==> src/design/amms_pkg.sv <==
// Shared types and constants for the array min/max/mode/sort block.
// Holds the controller states, the command and status structs and the field widths.
// No dependencies.
`default_nettype none

package amms_pkg;

  // Fixed field widths.
  localparam int VALUE_W     = 32;
  localparam int MODE_CNT_W  = 6;
  localparam int IN_DATA_W   = 32;
  localparam int OUT_DATA_W  = 136;

  // Controller states.
  typedef enum logic [1:0] {
    ST_COLLECT = 2'd0,
    ST_SCAN    = 2'd1,
    ST_SUMMARY = 2'd2,
    ST_EMIT    = 2'd3
  } amms_state_t;

  // Commands from the controller to the datapath.
  typedef struct packed {
    logic load;         // Take the input item into the lanes.
    logic ptr_clr;      // Reset the walk pointer; together with load, also clear the best-count register.
    logic ptr_inc;      // Advance the walk pointer.
    logic scan_en;      // Compare the pointed count against the best so far.
    logic sel_summary;  // Present the summary fields on the output data.
    logic clear_set;    // Return the set state to its reset values.
  } amms_cmd_t;

  // Status from the datapath to the controller.
  typedef struct packed {
    logic at_end;       // The walk pointer sits on the last stored element.
  } amms_stat_t;

endpackage

`default_nettype wire

==> src/design/amms_ctrl.sv <==
// Controller state machine for the array min/max/mode/sort block.
// Drives the handshakes and issues commands to amms_dpath; depends on amms_pkg.
`default_nettype none

module amms_ctrl (
  input  wire logic               clk,
  input  wire logic               rst_n,
  input  wire logic               in_tvalid,
  input  wire logic               in_tlast,
  output logic                    in_tready,
  output logic                    out_tvalid,
  input  wire logic               out_tready,
  output logic                    out_tlast,
  output logic                    out_tuser,
  output amms_pkg::amms_cmd_t     cmd,
  input  wire amms_pkg::amms_stat_t stat
);

  amms_pkg::amms_state_t state_r, state_nxt;

  always_ff @(posedge clk) begin
    if (!rst_n) begin
      state_r <= amms_pkg::ST_COLLECT;
    end else begin
      state_r <= state_nxt;
    end
  end

  always_comb begin
    state_nxt   = state_r;
    cmd         = '0;
    in_tready   = 1'b0;
    out_tvalid  = 1'b0;
    out_tlast   = 1'b0;
    out_tuser   = 1'b0;
    case (state_r)
      amms_pkg::ST_COLLECT: begin
        in_tready = 1'b1;
        if (in_tvalid) begin
          cmd.load = 1'b1;
          if (in_tlast) begin
            cmd.ptr_clr = 1'b1;
            state_nxt   = amms_pkg::ST_SCAN;
          end
        end
      end
      amms_pkg::ST_SCAN: begin
        cmd.scan_en = 1'b1;
        if (stat.at_end) begin
          cmd.ptr_clr = 1'b1;
          state_nxt   = amms_pkg::ST_SUMMARY;
        end else begin
          cmd.ptr_inc = 1'b1;
        end
      end
      amms_pkg::ST_SUMMARY: begin
        out_tvalid      = 1'b1;
        out_tuser       = 1'b1;
        cmd.sel_summary = 1'b1;
        if (out_tready) begin
          state_nxt = amms_pkg::ST_EMIT;
        end
      end
      amms_pkg::ST_EMIT: begin
        out_tvalid = 1'b1;
        out_tlast  = stat.at_end;
        if (out_tready) begin
          if (stat.at_end) begin
            cmd.clear_set = 1'b1;
            state_nxt     = amms_pkg::ST_COLLECT;
          end else begin
            cmd.ptr_inc = 1'b1;
          end
        end
      end
      default: begin
        state_nxt = amms_pkg::ST_COLLECT;
      end
    endcase
  end

endmodule

`default_nettype wire

==> src/design/amms_dpath.sv <==
// Datapath for the array min/max/mode/sort block: element lanes with occurrence
// counters, an insertion sorter chain, running max/min and the mode scan.
// Depends on amms_pkg; driven by amms_ctrl.
`default_nettype none

module amms_dpath #(
  parameter int MAX_ITEMS = 16
) (
  input  wire logic                                 clk,
  input  wire logic                                 rst_n,
  input  wire logic signed [amms_pkg::VALUE_W-1:0]  in_value,
  input  wire amms_pkg::amms_cmd_t                  cmd,
  output amms_pkg::amms_stat_t                      stat,
  output logic [amms_pkg::OUT_DATA_W-1:0]           out_data
);

  localparam int CNT_W = $clog2(MAX_ITEMS + 1);
  localparam int IDX_W = (MAX_ITEMS > 1) ? $clog2(MAX_ITEMS) : 1;

  // Lanes in arrival order: value and the number of equal values from this lane on.
  logic signed [amms_pkg::VALUE_W-1:0] val_r [MAX_ITEMS];
  logic signed [amms_pkg::VALUE_W-1:0] val_nxt [MAX_ITEMS];
  logic [CNT_W-1:0]                    occ_r [MAX_ITEMS];
  logic [CNT_W-1:0]                    occ_nxt [MAX_ITEMS];
  // Sorter chain, ascending over the first count_r cells.
  logic signed [amms_pkg::VALUE_W-1:0] srt_r [MAX_ITEMS];
  logic signed [amms_pkg::VALUE_W-1:0] srt_nxt [MAX_ITEMS];
  logic [MAX_ITEMS-1:0]                le_v;

  logic [CNT_W-1:0]                    count_r, count_nxt;
  logic signed [amms_pkg::VALUE_W-1:0] max_r, max_nxt;
  logic signed [amms_pkg::VALUE_W-1:0] min_r, min_nxt;
  logic                                drop_r, drop_nxt;
  logic [CNT_W-1:0]                    ptr_r, ptr_nxt;
  logic [CNT_W-1:0]                    best_cnt_r, best_cnt_nxt;
  logic signed [amms_pkg::VALUE_W-1:0] best_val_r, best_val_nxt;
  logic                                store_ok;

  assign store_ok = (count_r < CNT_W'(MAX_ITEMS));

  // Lane and sorter update for one incoming element.
  always_comb begin
    for (int k = 0; k < MAX_ITEMS; k++) begin
      le_v[k] = (CNT_W'(k) < count_r) && !(in_value < srt_r[k]);
    end
    for (int k = 0; k < MAX_ITEMS; k++) begin
      val_nxt[k] = val_r[k];
      occ_nxt[k] = occ_r[k];
      srt_nxt[k] = srt_r[k];
      if (cmd.load && store_ok) begin
        if (CNT_W'(k) == count_r) begin
          val_nxt[k] = in_value;
          occ_nxt[k] = CNT_W'(1);
        end else if ((CNT_W'(k) < count_r) && (val_r[k] == in_value)) begin
          occ_nxt[k] = occ_r[k] + CNT_W'(1);
        end
        if (!le_v[k]) begin
          if (k == 0) begin
            srt_nxt[k] = in_value;
          end else if (le_v[k-1]) begin
            srt_nxt[k] = in_value;
          end else begin
            srt_nxt[k] = srt_r[k-1];
          end
        end
      end
    end
  end

  // Set-level registers, walk pointer and mode scan.
  always_comb begin
    count_nxt    = count_r;
    max_nxt      = max_r;
    min_nxt      = min_r;
    drop_nxt     = drop_r;
    ptr_nxt      = ptr_r;
    best_cnt_nxt = best_cnt_r;
    best_val_nxt = best_val_r;
    if (cmd.load) begin
      if (store_ok) begin
        count_nxt = count_r + CNT_W'(1);
        if (count_r == '0) begin
          max_nxt = in_value;
          min_nxt = in_value;
        end else begin
          if (max_r < in_value) max_nxt = in_value;
          if (in_value < min_r) min_nxt = in_value;
        end
      end else begin
        drop_nxt = 1'b1;
      end
    end
    if (cmd.scan_en && (occ_r[ptr_r[IDX_W-1:0]] > best_cnt_r)) begin
      best_cnt_nxt = occ_r[ptr_r[IDX_W-1:0]];
      best_val_nxt = val_r[ptr_r[IDX_W-1:0]];
    end
    if (cmd.ptr_clr) begin
      ptr_nxt = '0;
    end else if (cmd.ptr_inc) begin
      ptr_nxt = ptr_r + CNT_W'(1);
    end
    // The best count is cleared as the scan is entered.
    if (cmd.ptr_clr && cmd.load) begin
      best_cnt_nxt = '0;
    end
    if (cmd.clear_set) begin
      count_nxt = '0;
      max_nxt   = '0;
      min_nxt   = '0;
      drop_nxt  = 1'b0;
      ptr_nxt   = '0;
    end
  end

  always_ff @(posedge clk) begin
    if (!rst_n) begin
      count_r    <= '0;
      max_r      <= '0;
      min_r      <= '0;
      drop_r     <= 1'b0;
      ptr_r      <= '0;
      best_cnt_r <= '0;
    end else begin
      count_r    <= count_nxt;
      max_r      <= max_nxt;
      min_r      <= min_nxt;
      drop_r     <= drop_nxt;
      ptr_r      <= ptr_nxt;
      best_cnt_r <= best_cnt_nxt;
    end
  end

  always_ff @(posedge clk) begin
    best_val_r <= best_val_nxt;
    for (int k = 0; k < MAX_ITEMS; k++) begin
      val_r[k] <= val_nxt[k];
      occ_r[k] <= occ_nxt[k];
      srt_r[k] <= srt_nxt[k];
    end
  end

  assign stat.at_end = (ptr_r == (count_r - CNT_W'(1)));

  // Output data packing, lowest field first; unused fields read as zero.
  always_comb begin
    if (cmd.sel_summary) begin
      out_data = {1'b0, {amms_pkg::VALUE_W{1'b0}}, drop_r,
                  amms_pkg::MODE_CNT_W'(best_cnt_r), best_val_r, min_r, max_r};
    end else begin
      out_data = {1'b0, srt_r[ptr_r[IDX_W-1:0]], 1'b0, {amms_pkg::MODE_CNT_W{1'b0}},
                  {(3 * amms_pkg::VALUE_W){1'b0}}};
    end
  end

endmodule

`default_nettype wire

==> src/design/array_min_max_mode_sort.sv <==
// Top level of the array min/max/mode/sort block: controller plus datapath.
// Depends on amms_pkg, amms_ctrl and amms_dpath.
//
//  Channel   Direction  Payload
//  in_*      in         tdata[31:0] value, tlast last_item
//  out_*     out        tdata summary or sorted fields, tuser is_summary, tlast last
//
// Elements are taken one per cycle while a set is being collected. After the
// transfer that carries in_tlast, the mode scan walks the stored occurrence
// counters, one per stored element, then one summary transfer and one sorted
// transfer per stored element follow. Input is not accepted from the last item
// of a set until the final sorted transfer. Reset is synchronous and active low
// and leaves an empty set; out_tready low simply holds the current result.
`default_nettype none

module array_min_max_mode_sort #(
  parameter int MAX_ITEMS = 16
) (
  input  wire logic                                clk,
  input  wire logic                                rst_n,
  input  wire logic                                in_tvalid,
  output logic                                     in_tready,
  // tdata: [31:0] value
  input  wire logic [amms_pkg::IN_DATA_W-1:0]      in_tdata,
  input  wire logic                                in_tlast,
  output logic                                     out_tvalid,
  input  wire logic                                out_tready,
  // tdata: [31:0] max_value, [63:32] min_value, [95:64] mode_value,
  //        [101:96] mode_count, [102] overflow, [134:103] sorted_value, [135] zero
  output logic [amms_pkg::OUT_DATA_W-1:0]          out_tdata,
  // tuser: [0] is_summary
  output logic                                     out_tuser,
  output logic                                     out_tlast
);

  amms_pkg::amms_cmd_t  cmd;
  amms_pkg::amms_stat_t stat;

  // The controller sequences collection, the mode scan and the two output phases.
  amms_ctrl u_ctrl (
    .clk        (clk),
    .rst_n      (rst_n),
    .in_tvalid  (in_tvalid),
    .in_tlast   (in_tlast),
    .in_tready  (in_tready),
    .out_tvalid (out_tvalid),
    .out_tready (out_tready),
    .out_tlast  (out_tlast),
    .out_tuser  (out_tuser),
    .cmd        (cmd),
    .stat       (stat)
  );

  // The datapath keeps the lanes, the sorter chain and the running statistics.
  amms_dpath #(
    .MAX_ITEMS (MAX_ITEMS)
  ) u_dpath (
    .clk      (clk),
    .rst_n    (rst_n),
    .in_value (in_tdata[amms_pkg::VALUE_W-1:0]),
    .cmd      (cmd),
    .stat     (stat),
    .out_data (out_tdata)
  );

  // The input and output sides are never active in the same cycle.
  a_sides_exclusive: assert property (@(posedge clk) disable iff (!rst_n)
    !(in_tready && out_tvalid))
    else $error("input and output active together");

  // A set's last item closes the input until its results have gone out.
  a_close_after_last: assert property (@(posedge clk) disable iff (!rst_n)
    (in_tvalid && in_tready && in_tlast) |=> !in_tready)
    else $error("input still open after last item");

  // The summary is always followed by a sorted element.
  a_sorted_follows: assert property (@(posedge clk) disable iff (!rst_n)
    (out_tvalid && out_tready && out_tuser) |=> (out_tvalid && !out_tuser))
    else $error("no sorted element after summary");

  // The final sorted transfer reopens the input.
  a_reopen: assert property (@(posedge clk) disable iff (!rst_n)
    (out_tvalid && out_tready && out_tlast) |=> (in_tready && !out_tvalid))
    else $error("input not reopened after final result");

endmodule

`default_nettype wire
==> config.mk <==
export PLATFORM = sky130hd
export DESIGN_NAME = array_min_max_mode_sort
export DESIGN_NICKNAME = d
export VERILOG_FILES = /design/src/design/amms_pkg.sv /design/src/design/amms_ctrl.sv /design/src/design/amms_dpath.sv /design/src/design/array_min_max_mode_sort.sv
export SDC_FILE = /design/constraint.sdc
export NUM_CORES = 2
export LEC_CHECK = 0
export ABC_AREA = 1
export BUFFER_PORTS_ARGS = -buffer_cell sky130_fd_sc_hd__buf_2
export CAP_MARGIN = 20
export CORE_MARGIN = 1
export CORE_UTILIZATION = 48
export CTS_CLUSTER_SIZE = 24
export DETAILED_ROUTE_END_ITERATION = 10
export GPL_TIMING_DRIVEN = 0
export SLEW_MARGIN = 0
export SYNTH_ARGS = -nofsm -noshare
export SYNTH_HDL_FRONTEND = slang
export SYNTH_SLANG_ARGS = --single-unit
==> constraint.sdc <==
create_clock -name clk -period 9.2 [get_ports clk]
set_clock_uncertainty 0.15 [all_clocks]
set_input_delay 1.84 -clock clk [delete_from_list [all_inputs] [get_ports clk]]
set_output_delay 1.84 -clock clk [all_outputs]
set_load 0.01 [all_outputs]
-- Yosys cells after proc, flatten, opt, wreduce, memory -nomap -nowiden
Memories as Yosys holds them, arrays and structs flattened. A register that Yosys moved wholly into a read port is not among the register bits.
Cells that the tools add are included.
- memories: 3
- memory bits (writable): 1104
- output and inout port bits: 140
- word-level logic and storage cells: 330
- register bits after elaboration: 82
- input port bits: 37
- add/subtract/negate cells: 19
- multiplexer cells: 158
- reductions and logical operators: 64
- order comparisons: 36
- equal/unequal tests: 41
- bitwise gates (word level): 2
- memory list (memory ; words ; bits a word ; rd ports ; clocked after memory_dff ; write ports ; RTL line ; RTL):
    u_dpath.srt_r ; 16 ; 32 ; 17 ; 1 ; 16 ; amms_dpath.sv:26 ; logic signed [amms_pkg::VALUE_W-1:0] srt_r [MAX_ITEMS];
    u_dpath.val_r ; 16 ; 32 ; 17 ; 1 ; 16 ; amms_dpath.sv:21 ; logic signed [amms_pkg::VALUE_W-1:0] val_r [MAX_ITEMS];
    u_dpath.occ_r ; 16 ; 5 ; 17 ; 1 ; 16 ; amms_dpath.sv:23 ; logic [CNT_W-1:0] occ_r [MAX_ITEMS];
- operators by type and width (cell ; count):
    32-bit two-way mux ; 83
    32-bit less-than comparator ; 18
    32-bit equality test ; 16
    5-bit two-way mux ; 48
    135-bit two-way mux ; 1
    5-bit by 1-bit adder with 5-bit output, second input constant ; 18
    4-bit by 5-bit equality test with 1-bit output, first input constant ; 8
    4-bit by 5-bit less-than comparator with 1-bit output, first input constant ; 8
    1-bit logical AND ; 35
    3-bit by 5-bit equality test with 1-bit output, first input constant ; 4
    3-bit by 5-bit less-than comparator with 1-bit output, first input constant ; 4
    1-bit zero test ; 16
    4-bit two-way mux ; 4
    2-bit two-way mux ; 7
    1-bit two-way mux ; 12
    2-bit by 5-bit equality test with 1-bit output, first input constant ; 2
    1-bit by 5-bit less-than comparator with 1-bit output, first input constant ; 2
    2-bit by 5-bit less-than comparator with 1-bit output, first input constant ; 2
    2-bit inequality test, second input constant ; 4
    2-bit one-hot mux with 4 select lines ; 1
    3-bit AND reduction ; 2
    6-bit AND reduction ; 1
    2-bit OR reduction ; 3
    1-bit by 5-bit equality test with 1-bit output, first input constant ; 1
    other kinds (14) ; 20

-- Depth between registers and ports, before layout
- word-level depth: 7
- depth in mapped cells: 20
- gate-level depth less buffers: 17

-- Hierarchy
A second synthesis with hierarchy kept.
- cells, all modules: 8849
- area, all modules: 76408.3 µm²
- modules (own cells, without submodules) (module ; times used ; seq. area each (µm²) ; area an instance (µm²) ; cells an instance):
    amms_dpath ; 1 ; 35794.3 ; 76153.0 ; 8810
    amms_ctrl ; 1 ; 40.0 ; 255.2 ; 39

-- Worst setup path after synthesis
Ideal clock, no wire load.
- path kind: input-to-reg
- start point: input port in_tvalid
- end point: memory u_dpath.val_r[7][0] in the netlist's numbering, enable pin
- setup time: 0.505 ns
- required time: 8.545 ns
- path slack: 3.131 ns
- arrival: 5.414 ns
- path buffers: 0
- stages: 4
- cells stage by stage: nand2_1 -> nor2_1 -> inv_1 -> nor4_1
- RTL lines (what ; RTL line ; RTL):
    start: declaration ; array_min_max_mode_sort.sv:21 ; input wire logic in_tvalid,
    end: declaration ; amms_dpath.sv:21 ;

==> impl_metrics.csv <==
group,metric,value,unit
clocking,clkTransAtPathRegs,0.06,ns
placement,io_buffers,174,
synthesis,synthesis.instances,8732,
sta,fin_tns_setup,0,ns
synthesis,synth_flop_cell,"edfxtp_1",
clocking,ctsLongestPathBuffers,3,
drt,routedWlPerCell,30.9,µm
floorplan,die_w,400,µm
floorplan,row_count,145,
synthesis,ys_warn_count,0,
power,power_density,253,nW/µm²
drt,viasPerCell,6.29,
drt,vias,71431,
final_layout,multi_input_area,34600,µm²
clocking,cts_buffers,145,
synthesis,synthAdderAreaFrac,9.18,%
clocking,clk_latency,0.82,ns
sta,rsz0062_at_grt,"false",
clocking,cts_setup_buffers,0,
final_layout,regArea,35800,µm²
synthesis,yosys.area_share.simple,19.0,%
placement,post-place-ws,2.10,ns
drt,ant_nets,0,
grt,grt_pass1_wl,480,mm
sta,finalWorstSetupSlack,2.41,ns
floorplan,die_area,160000,µm²
synthesis,syn_avg_cell_area,8.71,µm²
worst_setup_path,slowest_delay,0.86,ns
sta,setup_viol,0,
synthesis,ys_seq_elements,1222,
synthesis,synth_edf_count,1136,
sta,fin_crit_sh,73.8,%
power,power_leakage,36.4,nW
clocking,cts_tree,"yes",
synthesis,synthXorXnorAreaFrac,4.58,%
floorplan,ios,177,
worst_setup_path,cp.required,7.21,ns
worst_setup_path,timing.critical_path.mode_cell,"buf_2",
synthesis,yosysUniqueCellTypes,50,
placement,dp_cells,11055,
final_layout,drive_above_1_share,7.99,%
worst_setup_path,cp-start-kind,"flop",
sta,slew_violations,0,
worst_setup_path,critPathArrivalTime,4.80,ns
drt,drc,0,
power,vdd_ir_drop_max,0.000216,V
sta,timing.final.crit_period,6.79,ns
final_layout,syn_to_final_growth,13.5,%
worst_setup_path,slowest_stage,"clkbuf_1",
floorplan,fp.dieH,400,µm
sta,max_freq,0.147,GHz
worst_setup_path,path_max_fanout,10,
status,outcome,"finished clean",
grt,grt_max_degree,36,
worst_setup_path,crit_path_end_kind,"output port",
grt,grt_pass1_vias,63538,
synthesis,synth_compound_area_share,12.5,%
clocking,cts-htree-levels,4,
worst_setup_path,cp_cell_sequence,"buf_2, buf_2, buf_2, clkbuf_1, o21ai_0, nand3_1, nand3_1, a21oi_1, buf_2",
sta,hold_viol,0,
placement,gp_congestion,1.05,
synthesis,synth_area,76000,µm²
flow_run,maxCapViolCount,0,
grt,grt_antenna_before_repair,29,
drt,first_pass_iters,8,
grt,grtUsageTotal,43.1,%
clocking,cts-resized-gates,0,
drt,drt_iter0_markers,11672,
floorplan,core_area,157000,µm²
final_layout,fin_nets,9754,
final_layout,fill_cells,14483,
synthesis,synth-async-reset-ratio,0,%
placement,hpwl,274,mm
drt,wl,351,mm
synthesis,synthMuxAreaShare,0,%
synthesis,yosysSeqAreaShare,47.1,%
floorplan,initial_core_util,48.5,%
hold_path,hold_path_class,"flop to flop",
synthesis,synth_top_family_by_area,"simple AND/OR/NAND/NOR gates",
worst_setup_path,critPathKind,"flop to output port",
grt,grt_overflow,0,
final_layout,final_cells,11348,
clocking,cts_sinks,1222,
clocking,root_buffer,"clkbuf_16",
power,p_total,21.8,mW
sta,slew_headroom,9.06,%
clocking,cts_hold_buffers,0,
sta,tightest_slew,1.36,ns
cell type report:
cell class | instances | area share [%]
sequential | 1222 | 41.5
multi-input combinational | 6044 | 40.2
clock buffer | 176 | 4.43
inverter | 928 | 4.04
timing repair buffer | 279 | 3.09
tap | 2058 | 2.98
buffer | 539 | 2.76
clock inverter | 83 | 0.967
antenna | 19 | 0.0551
state kept, by name, summed over array words and instances, names as in the netlist, named ones only:
name                flops
u_ctrl.state_r          2
u_dpath.max_r          32
u_dpath.ptr_r           5
u_dpath.best_val_r     32
u_dpath.count_r         5
u_dpath.best_cnt_r      5
u_dpath.srt_r         512
u_dpath.occ_r          80
u_dpath.drop_r          1
u_dpath.min_r          32
u_dpath.val_r         512
cells in the mapped netlist, types with 10 or more instances:
cell type / n / area share [%]
buf_6: 19 / 0.28
o221ai_1: 36 / 0.41
xor2_1: 125 / 1.4
nor4_1: 46 / 0.38
nand4_1: 316 / 2.6
xnor2_1: 273 / 3.1
o22ai_1: 62 / 0.51
nor3_1: 59 / 0.39
o21ai_1: 87 / 0.57
a31oi_1: 10 / 0.082
nor2_1: 508 / 2.5
o21a_1: 14 / 0.14
buf_2: 109 / 0.72
dfxtp_1: 86 / 2.3
or2_2: 24 / 0.20
nand3_1: 598 / 3.9
inv_1: 902 / 4.5
buf_1: 56 / 0.28
o21ai_0: 714 / 4.7
o211ai_1: 71 / 0.70
clkinv_1: 15 / 0.074
inv_2: 11 / 0.054
clkbuf_1: 332 / 1.6
a211oi_1: 20 / 0.20
nand2_1: 1718 / 8.5
buf_4: 14 / 0.14
edfxtp_1: 1136 / 45
a21oi_1: 743 / 4.9
ha_1: 558 / 9.2
worst paths after layout:
kind | start | endpoint | slack, ns | depth (start not counted)
setup / recovery | flop | out_tdata[134] | 2.41 | 9
hold reg to reg | u_dpath.drop_r | u_dpath.drop_r | 0.33 | 1
hold / removal | u_dpath.drop_r | u_dpath.drop_r | 0.33 | 1
setup reg to reg | flop | u_dpath.best_val_r[28] | 4.03 | 14
critical path: cells and delay by family (launching register included):
| kind | cells | cell delay, ns |
|---|---|---|
| AOI/OAI and AO/OA | 2 | 0.60 |
| buffers and inverters | 5 | 2.34 |
| DFF | 1 | 0.65 |
| and+or+nand+nor | 2 | 0.37 |
layer usage:
layer / vias up / part of all wire (%) / GRT usage [%]
li1: 31098 / - / -
met1: 34332 / 40 / 60.1
met2: 5223 / 38 / 56.6
met3: 768 / 17 / 19.4
met4: 10 / 4.8 / 18.8
met5: - / 0.015 / 0
layout by cell type (no fill, tap or decap), types with 148 or more instances in the layout:
master     synthesis  final
nor2_1           508    491
edfxtp_1        1136   1136
o21ai_0          714    711
clkbuf_16          0    148
nand2_1         1718   1718
ha_1             558    558
inv_1            902    902
a21oi_1          743    739
nand4_1          316    316
clkbuf_1         332    348
xnor2_1          273    273
buf_2            109    285
nand3_1          598    598
metrics by stage:
stage	hold WS [ns]	util, %	cell area, µm²
finish	0.330	55.0	86300
global placement	0.306	50.7	79500
CTS	0.334	54.9	86100
global route	0.366	55.0	86200
detailed placement	0.319	51.9	81400
floorplan	0.290	-	76000
cell families (layout without fill, tap and decap cells):
family / Yosys count / in the layout
AOI/OAI and AO/OA: 1778 / 1778
xor gates and xnor gates: 398 / 398
adders and majority gates: 558 / 558
buffers and inverters: 1467 / 2005
DFF: 1222 / 1222
other: 1 / 21
and+or+nand+nor: 3308 / 3308
where the power goes:
group / leakage [nW] / switching, mW / internal [mW]
Combinational: 22.9 / 5.80 / 2.21
Clock: 2.27 / 2.59 / 3.33
Sequential: 11.2 / 0.590 / 7.32
Total: 36.4 / 8.98 / 12.9
Power figures use the tool's default switching activity.
